===== src/bdlp_pkg.sv =====
`default_nettype none

package bdlp_pkg;

  // timestamp and register width
  localparam int unsigned TimeW = 32;

  // register reset values
  localparam logic [TimeW-1:0] DebounceMsRst  = TimeW'(100);
  localparam logic [TimeW-1:0] LongPressMsRst = TimeW'(500);

  // configuration register indexes
  typedef enum logic [0:0] {
    RegDebounceMs  = 1'b0,
    RegLongPressMs = 1'b1
  } cfg_reg_e;

  // one result word
  typedef struct packed {
    logic level;
    logic press_edge;
    logic release_edge;
    logic held;
    logic long_press;
  } poll_res_t;

endpackage

`default_nettype wire


===== src/bdlp_cfg.sv =====
`default_nettype none

module bdlp_cfg (
  input  wire logic                       clk_i,
  input  wire logic                       rst_ni,
  input  wire logic                       cfg_valid_i,
  input  wire bdlp_pkg::cfg_reg_e         cfg_index_i,
  input  wire logic [bdlp_pkg::TimeW-1:0] cfg_data_i,
  output logic [bdlp_pkg::TimeW-1:0]      debounce_ms_o,
  output logic [bdlp_pkg::TimeW-1:0]      long_press_ms_o
);
  import bdlp_pkg::*;

  logic [TimeW-1:0] debounce_ms_q, debounce_ms_d;
  logic [TimeW-1:0] long_press_ms_q, long_press_ms_d;

  // register write decode
  always_comb begin
    debounce_ms_d   = debounce_ms_q;
    long_press_ms_d = long_press_ms_q;
    if (cfg_valid_i) begin
      case (cfg_index_i)
        RegDebounceMs:  debounce_ms_d   = cfg_data_i;
        RegLongPressMs: long_press_ms_d = cfg_data_i;
        default: ;
      endcase
    end
  end

  // register storage
  always_ff @(posedge clk_i or negedge rst_ni) begin
    if (!rst_ni) begin
      debounce_ms_q   <= DebounceMsRst;
      long_press_ms_q <= LongPressMsRst;
    end else begin
      debounce_ms_q   <= debounce_ms_d;
      long_press_ms_q <= long_press_ms_d;
    end
  end

  assign debounce_ms_o   = debounce_ms_q;
  assign long_press_ms_o = long_press_ms_q;

endmodule

`default_nettype wire


===== src/bdlp_poll.sv =====
`default_nettype none

module bdlp_poll (
  input  wire logic                       clk_i,
  input  wire logic                       rst_ni,
  input  wire logic                       step_i,
  input  wire logic                       raw_pressed_i,
  input  wire logic [bdlp_pkg::TimeW-1:0] now_ms_i,
  input  wire logic [bdlp_pkg::TimeW-1:0] debounce_ms_i,
  input  wire logic [bdlp_pkg::TimeW-1:0] long_press_ms_i,
  output bdlp_pkg::poll_res_t             res_o
);
  import bdlp_pkg::*;

  logic             raw_now_q;
  logic             stable_q, stable_d;
  logic [TimeW-1:0] bounce_start_q, bounce_start_d;
  logic [TimeW-1:0] press_start_q, press_start_d;
  logic             long_done_q, long_done_d;
  logic [TimeW-1:0] bounce_age;
  logic [TimeW-1:0] press_age;
  logic             pe, re, hd, lp, done_mid;

  // elapsed times, wrapping modulo 2^32
  assign bounce_age = now_ms_i - bounce_start_q;
  assign press_age  = now_ms_i - press_start_q;

  // debounce, edges and long-press detection for one poll
  always_comb begin
    bounce_start_d = bounce_start_q;
    stable_d       = stable_q;
    if (raw_pressed_i != raw_now_q) begin
      bounce_start_d = now_ms_i;
    end else if (bounce_age >= debounce_ms_i) begin
      stable_d = raw_pressed_i;
    end
    pe            = stable_d & ~stable_q;
    re            = ~stable_d & stable_q;
    hd            = stable_d & stable_q;
    press_start_d = pe ? now_ms_i : press_start_q;
    done_mid      = (pe | re) ? 1'b0 : long_done_q;
    // a held poll never coincides with a press edge, so the old start time holds
    lp            = hd & ~done_mid & (press_age >= long_press_ms_i);
    long_done_d   = done_mid | lp;

    res_o.level        = stable_d;
    res_o.press_edge   = pe;
    res_o.release_edge = re;
    res_o.held         = hd;
    res_o.long_press   = lp;
  end

  // poll state
  always_ff @(posedge clk_i or negedge rst_ni) begin
    if (!rst_ni) begin
      raw_now_q      <= 1'b0;
      stable_q       <= 1'b0;
      bounce_start_q <= '0;
      press_start_q  <= '0;
      long_done_q    <= 1'b0;
    end else if (step_i) begin
      raw_now_q      <= raw_pressed_i;
      stable_q       <= stable_d;
      bounce_start_q <= bounce_start_d;
      press_start_q  <= press_start_d;
      long_done_q    <= long_done_d;
    end
  end

endmodule

`default_nettype wire


===== src/button_debounce_long_press.sv =====
// Debounced push button with one-shot long-press pulse. Each input word is one
// poll: the raw pressed level and a free-running millisecond timestamp. Every
// poll gives exactly one result word with the debounced level, press and
// release edges, the held flag and a long-press pulse that fires at most once
// per press. A word waits in the input register and is then evaluated and
// written to the result register, so a new poll is taken every cycle while
// results are consumed. When both the input and the result register hold a
// word, in_ready_o follows out_ready_i in the same cycle. Registers: index 0
// is the debounce time (reset 100 ms), index 1 the long-press time (reset
// 500 ms); write them only while no poll is in flight.
`default_nettype none

module button_debounce_long_press (
  input  wire logic                       clk_i,
  input  wire logic                       rst_ni,
  // configuration writes
  input  wire logic                       cfg_valid_i,
  output logic                            cfg_ready_o,
  input  wire bdlp_pkg::cfg_reg_e         cfg_index_i,
  input  wire logic [bdlp_pkg::TimeW-1:0] cfg_data_i,
  // poll words
  input  wire logic                       in_valid_i,
  output logic                            in_ready_o,
  input  wire logic                       raw_pressed_i,
  input  wire logic [bdlp_pkg::TimeW-1:0] now_ms_i,
  // result words
  output logic                            out_valid_o,
  input  wire logic                       out_ready_i,
  output logic                            level_o,
  output logic                            press_edge_o,
  output logic                            release_edge_o,
  output logic                            held_o,
  output logic                            long_press_o
);
  import bdlp_pkg::*;

  logic             in_valid_q, in_valid_d;
  logic             raw_q;
  logic [TimeW-1:0] now_q;
  logic             out_valid_q, out_valid_d;
  poll_res_t        res_q, res_d;
  logic             advance;
  logic [TimeW-1:0] debounce_ms;
  logic [TimeW-1:0] long_press_ms;

  assign cfg_ready_o = 1'b1;

  // configuration registers
  bdlp_cfg u_cfg (
    .clk_i           (clk_i),
    .rst_ni          (rst_ni),
    .cfg_valid_i     (cfg_valid_i),
    .cfg_index_i     (cfg_index_i),
    .cfg_data_i      (cfg_data_i),
    .debounce_ms_o   (debounce_ms),
    .long_press_ms_o (long_press_ms)
  );

  // handshake: the input word moves on when the result slot is free or drained
  assign advance     = in_valid_q & (~out_valid_q | out_ready_i);
  assign in_ready_o  = ~in_valid_q | advance;
  assign in_valid_d  = (in_valid_i & in_ready_o) | (in_valid_q & ~advance);
  assign out_valid_d = advance | (out_valid_q & ~out_ready_i);

  // evaluation of the registered poll
  bdlp_poll u_poll (
    .clk_i           (clk_i),
    .rst_ni          (rst_ni),
    .step_i          (advance),
    .raw_pressed_i   (raw_q),
    .now_ms_i        (now_q),
    .debounce_ms_i   (debounce_ms),
    .long_press_ms_i (long_press_ms),
    .res_o           (res_d)
  );

  // valid flags
  always_ff @(posedge clk_i or negedge rst_ni) begin
    if (!rst_ni) begin
      in_valid_q  <= 1'b0;
      out_valid_q <= 1'b0;
    end else begin
      in_valid_q  <= in_valid_d;
      out_valid_q <= out_valid_d;
    end
  end

  // input and result payload
  always_ff @(posedge clk_i) begin
    if (in_valid_i & in_ready_o) begin
      raw_q <= raw_pressed_i;
      now_q <= now_ms_i;
    end
    if (advance) begin
      res_q <= res_d;
    end
  end

  assign out_valid_o    = out_valid_q;
  assign level_o        = res_q.level;
  assign press_edge_o   = res_q.press_edge;
  assign release_edge_o = res_q.release_edge;
  assign held_o         = res_q.held;
  assign long_press_o   = res_q.long_press;

`ifndef SYNTHESIS
  // a long press is only reported while the button is held
  a_long_needs_held: assert property (@(posedge clk_i) disable iff (!rst_ni)
    out_valid_o |-> (!long_press_o || held_o))
    else $error("long press without held");

  // edges agree with the debounced level and exclude each other
  a_edge_level: assert property (@(posedge clk_i) disable iff (!rst_ni)
    out_valid_o |-> (!press_edge_o || (level_o && !held_o))
                 && (!release_edge_o || (!level_o && !press_edge_o)))
    else $error("edge flags inconsistent with level");

  // a waiting input word stays when the result slot is blocked
  a_input_holds: assert property (@(posedge clk_i) disable iff (!rst_ni)
    in_valid_q && !advance |=> in_valid_q && $stable(now_q) && $stable(raw_q))
    else $error("stalled input word lost");

  // a new result only appears after an input word was present
  a_result_source: assert property (@(posedge clk_i) disable iff (!rst_ni)
    $rose(out_valid_q) |-> $past(in_valid_q))
    else $error("result without input word");
`endif

endmodule

`default_nettype wire


===== config.mk =====
export PLATFORM = sky130hd
export DESIGN_NAME = button_debounce_long_press
export DESIGN_NICKNAME = d
export VERILOG_FILES = /design/src/bdlp_pkg.sv /design/src/bdlp_cfg.sv /design/src/bdlp_poll.sv /design/src/button_debounce_long_press.sv
export SDC_FILE = /design/constraint.sdc
export NUM_CORES = 1
export LEC_CHECK = 0
export BUFFER_PORTS_ARGS = -buffer_cell sky130_fd_sc_hd__buf_2
export CAP_MARGIN = 20
export CORE_MARGIN = 2
export CORE_UTILIZATION = 50
export DETAILED_ROUTE_END_ITERATION = 6
export PLACE_DENSITY = 0.78
export SKIP_CTS_REPAIR_TIMING = 1
export SLEW_MARGIN = 20
export SYNTH_ARGS = -nofsm -noshare
export SYNTH_HDL_FRONTEND = slang
export SYNTH_SLANG_ARGS = --single-unit

===== constraint.sdc =====
create_clock -name clk_i -period 5.06 [get_ports clk_i]
set_input_delay 1.518 -clock clk_i [delete_from_list [all_inputs] [get_ports clk_i]]
set_output_delay 1.518 -clock clk_i [all_outputs]
set_load 0.01 [all_outputs]

### Word-level counts from Yosys, hierarchy flattened

Cells that the tools add are included.
W data, S select, Z words.

| storage, ports and cells | value |
|---|---|
| flip-flop bits (word level) | 171 |
| bits of input ports | 71 |
| output and inout port bits | 8 |

| operators by class | value |
|---|---|
| add/subtract/negate cells | 2 |
| order comparisons | 2 |
| equality and inequality tests | 1 |
| mux-type cells | 3 |
| bitwise logic cells | 23 |
| reductions and logical operators | 4 |

Operators with widths:

| operator | number |
|---|---|
| $ge A32 B32 Y1 | 2 |
| $sub A32 B32 Y32 | 2 |
| $and A1 B1 Y1 | 9 |
| $not A1 Y1 | 8 |
| $reduce_and A2 Y1 | 4 |
| $or A1 B1 Y1 | 6 |
| $mux W1 | 3 |
| $ne A1 B1 Y1 | 1 |

### Longest topological paths before layout

Gate-level depths: netlist (run 1).

| logic depth | value |
|---|---|
| depth after elaboration | 12 |
| depth in mapped cells | 27 |
| gate-level depth less buffers | 26 |

### Cells and area by module

From an unflattened synthesis (run 1), not the netlist that was laid out.

| second synthesis, totals | value |
|---|---|
| cell total of the unflattened synthesis | 1,082 |
| area total of the unflattened synthesis | 11,304.6 um^2 |

By module, submodules not included:

| module | instances | cells an instance | area an instance (um^2) |
|---|---|---|---|
| bdlp_poll | 1 | 897 | 7,611.0 |
| bdlp_cfg | 1 | 137 | 2,437.3 |
| button_debounce_long_press | 1 | 48 | 1,256.2 |

### Worst setup path before layout (run 1)

No wires, ideal clock.

| timing | value |
|---|---|
| path type | register to register |
| from | register now_q[0] |
| to | register u_poll.press_start_q[10] |
| library setup time | 125 ps |
| data arrival time | 5,005 ps |
| required time | 4,935 ps |
| slack | -70 ps |
| stages on the path, launching flop included | 27 |
| path buffers | 1 |
| cells stage by stage | edfxtp_1 > inv_1 > ha_1 > inv_1 > fa_1 > a21o_1 > a311oi_2 > o311a_1 > o21ai_1 > o21ai_2 > a21oi_2 > or2_1 > a31oi_1 > xnor2_1 > ha_1 > and4_1 > nand2b_1 > nor3_1 > a221oi_1 > o21ai_0 > a31oi_1 > mux2i_1 > nand2_1 > ha_1 > nand2_1 > buf_1 > mux2_2 |

| on the way | value |
|---|---|
| longest elaborated chain between the ends | 6 |

RTL lines:

| element | RTL line | RTL |
|---|---|---|
| from (decl) | button_debounce_long_press.sv:39 | `logic [TimeW-1:0] now_q;` |
| from (signal assigned) | button_debounce_long_press.sv:92 | `now_q <= now_ms_i;` |
| $sub A32 B32 Y32 | bdlp_poll.sv:25 | `assign bounce_age = now_ms_i - bounce_start_q;` |
| $ge A32 B32 Y1 | bdlp_poll.sv:34 | `end else if (bounce_age >= debounce_ms_i) begin` |
| $mux W1 | bdlp_poll.sv:34 |  |
| $mux W1 | bdlp_poll.sv:32 | `if (raw_pressed_i != raw_now_q) begin` |
| via u_poll.stable_d | bdlp_poll.sv:16 | `logic stable_q, stable_d;` |
| $and A1 B1 Y1 | bdlp_poll.sv:37 | `pe = stable_d & ~stable_q;` |
| via u_poll.pe | bdlp_poll.sv:22 | `logic pe, re, hd, lp, done_mid;` |
| $reduce_and A2 Y1 (no line) | - |  |
| to (signal assigned) | bdlp_poll.sv:65 | `press_start_q <= press_start_d;` |
| to (decl) | bdlp_poll.sv:18 | `logic [TimeW-1:0] press_start_q, press_start_d;` |

The timed path passes the listed nets, and every way through them passes these cells.
A chain may end at the register's enable or synchronous reset.

### Final worst setup path (run 1)

| timing | value |
|---|---|
| from | register now_q[8] |
| to | register u_poll.press_start_q[7] |

The elaborated chain is that of the path after synthesis.

==> results of run 1 <==
[Yosys cell counts (2+ instances only)]
cell / count
and3_1: 6
a311oi_2: 2
dfstp_2: 9
a21oi_2: 2
inv_1: 141
nor2b_1: 11
and2_1: 4
a2111oi_0: 2
buf_1: 8
nor3_1: 12
a221oi_1: 5
a21oi_1: 56
nand3_1: 10
and4_1: 2
nand2_1: 77
o21a_1: 9
clkbuf_1: 14
nand3b_1: 3
xnor2_1: 41
mux2_2: 95
o21ai_2: 2
a31oi_1: 9
o211ai_1: 3
a21o_1: 48
nand2b_1: 8
dfrtp_1: 124
nor2_1: 45
or4_1: 2
o31ai_1: 4
xor2_1: 17
nand4_1: 15
edfxtp_1: 38
a211o_1: 2
a211oi_1: 4
o21ai_1: 2
fa_1: 2
o21bai_1: 11
o21ai_0: 69
ha_1: 129
[worst min-delay path by stage]
stage	from	endpoint	slack, ns	cells past startpoint
after floorplan	u_poll.bounce_start_q[0]	u_poll.bounce_start_q[0]	0.45	2
after global placement	u_poll.bounce_start_q[0]	u_poll.bounce_start_q[0]	0.47	2
after detailed placement	in_valid_q	out_valid_o	0.48	1
after CTS	in_valid_q	out_valid_o	0.50	1
after global routing	u_cfg.long_press_ms_o[10]	u_cfg.long_press_ms_o[10]	0.52	1
final	u_poll.press_start_q[0]	u_poll.press_start_q[0]	0.51	2
[critical path, cell delays in order (launching register included)]
cell and delay, ns:
edfxtp_1 0.42, ha_1 0.34, and3_1 0.21, or4_1 0.49, o21ai_2 0.23, a21oi_4 0.10, buf_4 0.15, a31oi_2 0.17
nand3b_4 0.20, o21bai_1 0.09, xor2_1 0.15, ha_1 0.30, and4_1 0.22, nand2b_1 0.09, nor3_2 0.04, a221oi_1 0.28
o21ai_1 0.12, a31oi_2 0.23, mux2i_1 0.24, nand2_1 0.14, ha_4 0.22, nand2_8 0.10, clkbuf_16 0.21, mux2_4 0.31
[registers in the layout, summed over array words and instances (netlist names), 32 cells and up]
name and flops:
u_poll.press_start_q 32, u_poll.bounce_start_q 32, u_cfg.debounce_ms_o 32, now_q 32
u_cfg.long_press_ms_o 32
[cell families after synthesis]
| kind of cell | count (synthesis) |
|---|---|
| compound gates | 251 |
| xor+xnor | 58 |
| fa+ha+maj | 131 |
| buf+inv | 166 |
| flops | 171 |
| mux | 96 |
| other cells | 1 |
| simple gates | 207 |
[final cells by class]
cell class,count,area share (%)
Timing Repair Buffer,135,6.82
Tap cell,280,2.71
Inverter,142,4.12
Sequential cell,171,34.7
Clock inverter,12,0.784
Clock buffer,20,3.70
Multi-Input combinational cell,744,47.2
[layer usage]
metal | global-route usage [%] | vias to the layer above | part of all wire [%]
met5 | 0 | - | 0
met3 | 3.70 | 25 | 5.2
li1 | - | 4058 | -
met4 | 5.34 | 0 | 1.4
met1 | 30.5 | 3993 | 47
met2 | 35.6 | 232 | 47
[report_power, final]
part	leakage, nW	internal [mW]	total, mW	switching (mW)
Sequential	1.95	1.76	1.94	0.183
Clock	0.286	0.697	1.28	0.586
Combinational	4.05	2.09	4.34	2.25
[stage by stage]
step / instance area [um^2] / instances / utilization [%] / hold slack [ns] / TNS [ns]
finish: 12900 / 1504 / 59.4 / 0.507 / -2.19
global route: 12900 / 1504 / 59.4 / 0.521 / -12.69
CTS: 12600 / 1493 / 58.0 / 0.504 / -11.06
detailed placement: 12000 / 1461 / 55.4 / 0.485 / -9.85
global placement: 12000 / 1461 / 55.4 / 0.474 / -4.61
floorplan: 11000 / 1081 / - / 0.454 / 0
==> metrics.txt, run 1 <==
Netlist cell types 77; R2R Path End u_poll.press_start_q[7]; Relative slew margins 47.5%; CP Capture Type flop; Synthesis Warnings 0; adder-cell share of the synthesized area 15.0%; startpoint class of the critical path flop; worst path arrival time 5.47 ns; most frequent cells in the layout inv_1 (139), ha_1 (125), dfrtp_1 (124); final hold vios 0; outcome complete, but fails checks; crit path max fanout 8; WS Path Type reg2reg; Setup Skew 0.0101 ns; Final ANT Viol Nets 0; Vias/cell 5.52; register area 4480 um^2; area leader, netlist dfrtp_1; leakage power total 6.29 nW; flop2flop setup slack -0.09 ns; crit path to u_poll.press_start_q[7]; I/O pin cnt 79; IO buf count 77; total CTS buffers 17; Worst Path Required 5.38 ns; Final Cycle Share 102%; CP startpoint now_q[8]; initial core utilization 50.7%; Reg clk slew, reported paths 0.07 ns; top post-synthesis cells by area dfrtp_1 (28%), ha_1 (15%), edfxtp_1 (10%); H-tree Lvls 4; Pwr per Cell Area 586 nW/um^2; Die W 153 um; post-synthesis mux area share 9.79%; Design Power 7.57 mW; routed wire length 25,700 um; DRC Markers 0; Syn-to-layout area delta 17.2%; hold crit path type reg2reg; DIE HEIGHT 153 um; synthesized net count 1,283; Tot GR Track Use 21.8%; initial antenna violation count 0; wire per inst 17.1 um; share of layout cells above drive strength 1 25.1%; reg2reg path depth 23; Max Clk Rate 0.194 GHz; Placement Rows 54; simple-gate share of the synthesized area 9.10%; n_diodes 0; vias in the first global route 8,244; pins over their slew limit 0; die area 23,300 um^2; total gr overflow 0; Routability Congestion 0.911; 1st-pass router iterations 5; Final setup viols 31; violated checks setup timing; xor/xnor share of the synthesized area 4.61%; Setup WS post-layout -0.0873 ns; Post-synth EDFFs 38; Crit Reg-Reg Startpoint now_q[8]; pre-CTS setup slack -0.328 ns; fin nets 1,413; multi-input logic area 6100 um^2; fin crit period 5.15 ns; Avg Cell Area, Syn 10.2 um^2; max-cap violations 0; clk root buf clkbuf_16; Seq cells post-synth 171; Synth top area share 28.1%; Seq/Total Area, Yosys 40.6%; RSZ-0062 raised after global routing yes; Syn Inst Count 1,081; Skew-Pair Late Insertion Delay 0.44 ns; Post-DP HPWL 18,800 um; largest family of logic cells by synthesized area compound AO/OA/AOI/OAI gates; Slew @ Worst Pin 0.787 ns; commonest non-fill, non-tap cell in the layout inv_1; clock sink count 171; asr flop ratio synth 77.8%; Filler cells 1,734; area fraction in compound gates after synthesis 15.1%; first-pass GRT wire length 40,700 um; core footprint 21,800 um^2; Main synth FF type dfrtp_1; first-iteration detailed-routing DRC count 549; synthesized area 11,000 um^2; Max clock buf depth 2; Via Count 8,308; largest net degree at the start of global routing 81; TritonCTS clock tree done; Max IR drop VDD 324 uV
Power figures use the tool's default switching activity.
==> inputs of run 2 (changes only) <==
--- a/config.mk
+++ b/config.mk
@@ -10,7 +10,7 @@
 export CORE_MARGIN = 2
 export CORE_UTILIZATION = 50
 export DETAILED_ROUTE_END_ITERATION = 6
-export PLACE_DENSITY = 0.78
+export PLACE_DENSITY = 0.69
 export SKIP_CTS_REPAIR_TIMING = 1
 export SLEW_MARGIN = 20
 export SYNTH_ARGS = -nofsm -noshare
==> run 2 against run 1 <==
  * The flow still finishes with violations (setup timing)
  * Routed wire length down 0.11%
  * Global-route usage shrank 0.10 points
  * Flip-flop and latch count did not move
  * Non-clock buffer count increased by 10
  * Clock-buffer cell count is 1 lower
  * Critical endpoint is now u_poll.press_start_q[14]
==> metrics.txt, run 2 (same netlist as run 1, synthesis figures left out) <==
outcome complete, but fails checks; violated checks setup timing; Setup Skew 0.00777 ns (-0.00230 ns); Max IR drop VDD 268 uV (-17%); Slew @ Worst Pin 1.07 ns (+0.280 ns); Final setup viols 34 (+9.7%); fin nets 1,423 (+0.71%); Skew-Pair Late Insertion Delay 0.43 ns (about the same); DRC Markers 0 (unchanged); initial core utilization 50.7% (unchanged); leakage power total 6.38 nW (+1.5%); met3 usage 3.92% (+0.23 points); flop2flop setup slack -0.15 ns (-0.07 ns); CP Capture Type flop; Max clock buf depth 2 (unchanged); R2R Path End u_poll.press_start_q[14]; Placement Rows 54 (unchanged); Routability Congestion 0.926 (+1.7%); Via Count 8,291 (-0.20%); clk root buf clkbuf_16; most frequent cells in the layout inv_1 (139), ha_1 (124), dfrtp_1 (124); Setup WS post-layout -0.154 ns (-0.0671 ns); Final Cycle Share 103% (+1.3 points); Final ANT Viol Nets 0 (unchanged); commonest non-fill, non-tap cell in the layout inv_1; clock sink count 171 (unchanged); Max Clk Rate 0.192 GHz (-1.3%); CP startpoint now_q[0]; Placed Area 12,200 um^2 (+0.90%); wire per inst 17.0 um (-0.77%); die area 23,300 um^2 (unchanged); Vias/cell 5.48 (-0.86%); crit path to u_poll.press_start_q[14]; pins over their slew limit 0 (unchanged); DIE HEIGHT 153 um (unchanged); Die W 153 um (unchanged); startpoint class of the critical path flop; Worst Path Required 5.38 ns (about the same); Syn-to-layout area delta 18.8%; initial antenna violation count 0 (unchanged); Design Power 7.75 mW (+2.3%); I/O pin cnt 79 (unchanged); total gr overflow 0 (unchanged); final hold vios 0 (unchanged); Reg clk slew, reported paths 0.06 ns (about the same); WS Path Type reg2reg; routed wire length 25,700 um (-0.11%); Pwr per Cell Area 591 nW/um^2 (+0.97%); Crit Reg-Reg Startpoint now_q[0]; GR Layer Usage met1 29.1% (-1.4 points); core footprint 21,800 um^2 (unchanged); register area 4480 um^2 (unchanged); Relative slew margins 28.7% (-19 points); most used cell, CP o21ai_2; Filler cells 1,810 (+4.4%); Slowest-stage cell, CP edfxtp_1; H-tree Lvls 4 (unchanged); total CTS buffers 17 (unchanged); reg2reg path depth 28 (+22%); first-iteration detailed-routing DRC count 473 (-14%); grt peak-use layer met2; share of layout cells above drive strength 1 26.0% (+0.93 points); Crit path largest cell delay 0.38 ns (-0.11 ns); crit path max fanout 8 (unchanged); 1st-pass router iterations 5 (unchanged); max-cap violations 0 (unchanged); n_diodes 0 (unchanged); IO buf count 77 (unchanged); Post-DP HPWL 18,900 um (+0.70%); TritonCTS clock tree done; RSZ-0062 raised after global routing yes; Tot GR Track Use 21.7% (-0.10 points); met2 usage 36.1% (+0.54 points); largest net degree at the start of global routing 79 (-2.5%); worst path arrival time 5.53 ns (+0.06 ns); final instance area 13,100 um^2 (+1.3%); first-pass GRT wire length 40,500 um (-0.44%); fin crit period 5.21 ns (+0.0671 ns); hold crit path type reg2reg; vias in the first global route 8,271 (+0.33%); multi-input logic area 6160 um^2 (+0.96%)
## run 2: layer usage
layer  vias up  part of all wire (%)  wire length (um)
li1       4075                     -                 -
met1      4000                    47             12200
met2       186                    47             12100
met3        30                   4.1              1050
met4         0                   1.7               435
met5         -                     0                 0
## run 2: layout make-up
class,count,share of cell area (%)
clock buffers,19,3.30
flip-flops and latches,171,34.2
well taps,280,2.67
clock inverters,13,1.08
repair buffers,145,7.63
inverters,142,4.07
multi-input cells,744,47.0
## run 2: worst min-delay path by stage
stage	startpoint	end	slack, ns	cells after the start
global route	u_poll.bounce_start_q[3]	u_poll.bounce_start_q[3]	0.52	1
global placement	in_valid_q	out_valid_o	0.47	1
detailed placement	u_poll.press_start_q[0]	u_poll.press_start_q[0]	0.48	2
floorplan	u_poll.bounce_start_q[0]	u_poll.bounce_start_q[0]	0.45	2
CTS	in_valid_q	out_valid_o	0.50	1
finish	in_valid_q	out_valid_o	0.50	1
## run 2: critical path: cells and delay by family (launching register included)
| family | cells | cell delay, ns |
|---|---|---|
| flip-flops | 1 | 0.38 |
| buffers and inverters | 5 | 0.63 |
| AO/OA/AOI/OAI | 11 | 1.79 |
| XOR/XNOR | 1 | 0.18 |
| multiplexers | 2 | 0.55 |
| AND/OR/NAND/NOR | 5 | 0.51 |
| adder cells (fa/ha/maj) | 4 | 1.02 |
## run 2: metrics by stage
stage	setup WS, ns	TNS [ns]	hold slack, ns	util [%]	cells
final	-0.154	-4.28	0.501	60.2	1514
after global routing	-0.408	-13.31	0.521	60.2	1514
after CTS	-0.398	-11.93	0.498	58.5	1504
after detailed placement	-0.353	-10.67	0.485	55.9	1472
after global placement	-0.197	-5.98	0.467	55.9	1472
after floorplan	0.0800	0	0.454	-	1081
## run 2: report_power, final
group          internal, mW  switching, mW
sequential             1.76          0.183
clock                 0.732          0.575
combinational          2.20           2.29
total                  4.70           3.05
==> inputs of run 3 (changes only) <==
--- a/config.mk
+++ b/config.mk
@@ -5,11 +5,14 @@
 export SDC_FILE = /design/constraint.sdc
 export NUM_CORES = 1
 export LEC_CHECK = 0
+export ABC_AREA = 1
+export ABC_CLOCK_PERIOD_IN_PS = 5060
 export BUFFER_PORTS_ARGS = -buffer_cell sky130_fd_sc_hd__buf_2
 export CAP_MARGIN = 20
 export CORE_MARGIN = 2
 export CORE_UTILIZATION = 50
 export DETAILED_ROUTE_END_ITERATION = 6
+export GPL_ROUTABILITY_DRIVEN = 0
 export PLACE_DENSITY = 0.69
 export SKIP_CTS_REPAIR_TIMING = 1
 export SLEW_MARGIN = 20
==> run 3 against run 2 <==
  * The flow now finishes without violations
  * Fmax increased by 19%
  * First-iteration DRC count grew 76%
  * Clock skew is 0.0069 ns higher
  * Worst hold slack worse by 0.013 ns
  * Routed wire length rose by 15%
  * Clock-buffer cell count unchanged
  * Largest power group unchanged
  * Clock power hardly changed
  * Sequential share of layout area up 0.46 points
  * Combinational power decreased by 16%
  * Flip-flop and latch count unchanged
  * Via count increased by 21%
  * Critical path type unchanged
==> metrics.txt, run 3 <==
outcome complete, no violations; Design Power 7.03 mW (-9.3%); Avg Cell Area, Syn 7.79 um^2 (-24%); adder-cell share of the synthesized area 14.2% (-0.78 points); Final ANT Viol Nets 0 (unchanged); grt peak-use layer met2; synthesized net count 1,695 (+32%); Setup Skew 0.0147 ns (+0.00694 ns); Non-Filler Instances 1,866 (+23%); share of layout cells above drive strength 1 10.4% (-16 points); final instance area 12,900 um^2 (-1.3%); vias in the first global route 9,699 (+17%); area leader, netlist dfrtp_1; wire per inst 15.9 um (-6.5%); met3 usage 4.57% (+0.64 points); Post-Place Cells 1,834 (+25%); pins over their slew limit 0 (unchanged); hold crit path type reg2reg; Seq/Total Area, Yosys 38.5% (-2.1 points); Max clock buf depth 2 (unchanged); first-pass GRT wire length 48,400 um (+19%); Final Cycle Share 86.3% (-17 points); Slew @ Worst Pin 0.830 ns (-0.237 ns); top post-synthesis cells by area dfrtp_1 (27%), ha_1 (14%), nand2_1 (10%); Die W 157 um (+2.6%); final core occ 56.9% (-3.3 points); Synth top area share 26.7% (-1.5 points); area fraction in compound gates after synthesis 15.2% (+0.043 points); Pwr per Cell Area 544 nW/um^2 (-8.1%); Placed Area 12,300 um^2 (+1.3%); simple-gate share of the synthesized area 18.1% (+9.0 points); n_diodes 0 (unchanged); fin nets 1,770 (+24%); Crit path largest cell delay 0.50 ns (+0.12 ns); commonest non-fill, non-tap cell in the layout nand2_1; xor/xnor share of the synthesized area 3.92% (-0.69 points); Synthesis Warnings 0 (unchanged); crit path max fanout 64 (+56); Max Clk Rate 0.229 GHz (+19%); RSZ-0062 raised after global routing no; largest net degree at the start of global routing 76 (-3.8%); most frequent cells in the layout nand2_1 (323), inv_1 (281), o21ai_0 (167); Placement Rows 55 (+1.9%); Vias/cell 5.39 (-1.7%); I/O pin cnt 79 (unchanged); Syn Inst Count 1,493 (+38%); first-iteration detailed-routing DRC count 834 (+76%); die area 24,500 um^2 (+5.3%); asr flop ratio synth 77.8% (unchanged); clock sink count 171 (unchanged); Slowest-stage cell, CP buf_4; H-tree Lvls 4 (unchanged); max-cap violations 0 (unchanged); Via Count 10,049 (+21%); largest family of logic cells by synthesized area simple AND/OR/NAND/NOR gates; final hold vios 0 (unchanged); routed wire length 29,600 um (+15%); IO buf count 77 (unchanged); CP Capture Type flop; Skew-Pair Late Insertion Delay 0.44 ns (about the same); Reg clk slew, reported paths 0.08 ns (+0.02 ns); Post-synth EDFFs 38 (unchanged); TNS Setup 0 ns (+4.28 ns); Worst Path Required 5.35 ns (-0.03 ns); clk root buf clkbuf_16; total CTS buffers 17 (unchanged); met2 usage 39.5% (+3.4 points); Post-DP HPWL 22,800 um (+20%); post-synthesis mux area share 0% (-9.8 points); Seq cells post-synth 171 (unchanged); fin crit period 4.37 ns (-0.848 ns); core footprint 22,700 um^2 (+4.4%); Synth top cells by count nand2_1 (325), inv_1 (281), o21ai_0 (167), ha_1 (129), dfrtp_1 (124); Relative slew margins 44.6% (+16 points); total gr overflow 0 (unchanged); WS Path Type reg2reg; DIE HEIGHT 157 um (+2.6%); most used cell, CP nand2_1; initial core utilization 51.2% (+0.53 points); leakage power total 6.62 nW (+3.8%); Syn-to-layout area delta 11.1%; GR Layer Usage met1 35.2% (+6.1 points); synthesized area 11,600 um^2 (+5.5%); DRC Markers 0 (unchanged); Final setup viols 0 (-100%); initial antenna violation count 0 (unchanged); TritonCTS clock tree done; 1st-pass router iterations 6 (+1); worst path arrival time 4.66 ns (-0.87 ns); startpoint class of the critical path flop; most common cell in the netlist nand2_1; Max IR drop VDD 217 uV (-19%); Netlist cell types 42 (-45%); Tot GR Track Use 25.2% (+3.5 points); Main synth FF type dfrtp_1
[run 3: changes by cell type in the layout (fill, tap and decap cells not counted), moves of 10 or more]
cell | previous run | this run
nand2_1 | 75 | 323
inv_1 | 139 | 281
o21ai_0 | 64 | 167
mux2_2 | 68 | 0
buf_4 | 60 | 3
a21oi_1 | 56 | 108
a21o_1 | 48 | 7
nor2_1 | 44 | 82
nand3_1 | 10 | 38
mux2_4 | 27 | 0
xnor2_1 | 41 | 17
nand2_2 | 1 | 21
xor2_1 | 17 | 35
nor2b_1 | 10 | 0
[run 3: cells by family after synthesis]
group | Yosys count
adder cells (fa/ha/maj) | 131
flip-flops | 171
AND/OR/NAND/NOR | 505
other | 1
AO/OA/AOI/OAI | 325
XOR/XNOR | 52
buffers and inverters | 308
[run 3: power by group]
part	internal [mW]	switching (mW)
Combinational	1.39	2.41
Sequential	1.71	0.171
Clock	0.717	0.626
[run 3: cell type report]
cell class,count,area [um^2]
clock inverters,13,149
well taps,285,357
clock buffers,19,443
multi-input cells,1014,6000
fillers,2104,9790
repair buffers,81,434
inverters,283,1060
flip-flops and latches,171,4480
[run 3: metrics by stage]
| step | setup slack [ns] | hold WS, ns |
|---|---|---|
| 2_1_floorplan | 1.53 | 0.453 |
| 3_3_place_gp | 0.863 | 0.467 |
| 3_5_place_dp | 0.722 | 0.473 |
| 4_1_cts | 0.695 | 0.489 |
| 5_1_grt | 0.161 | 0.505 |
| 6_report | 0.694 | 0.487 |
[run 3: path summary, 6_finish.rpt]
kind | start | to | slack [ns] | cells after the start
worst min-delay path | u_cfg.long_press_ms_o[27] | u_cfg.long_press_ms_o[27] | 0.49 | 2
max in group asynchronous | rst_ni | u_poll.bounce_start_q[16] | 3.14 | 2
min in group asynchronous | rst_ni | u_cfg.debounce_ms_o[0] | 1.11 | 1
worst max register to register | now_q[0] | u_poll.press_start_q[21] | 0.69 | 28
worst min register to register | u_cfg.long_press_ms_o[27] | u_cfg.long_press_ms_o[27] | 0.49 | 2
worst max-delay path | now_q[0] | u_poll.press_start_q[21] | 0.69 | 28
[run 3: layer usage]
| layer | vias to the layer above | routed length, um |
|---|---|---|
| met3 | 58 | 2070 |
| li1 | 4981 | - |
| met5 | - | 0 |
| met2 | 358 | 13000 |
| met4 | 0 | 888 |
| met1 | 4652 | 13700 |
[run 3: critical path, delay by kind of cell (launching register included)]
family,cells,cell delay (ns)
AO/OA/AOI/OAI,4,0.64
XOR/XNOR,1,0.08
adder cells (fa/ha/maj),4,1.07
buffers and inverters,3,0.67
flip-flops,1,0.36
AND/OR/NAND/NOR,16,1.33
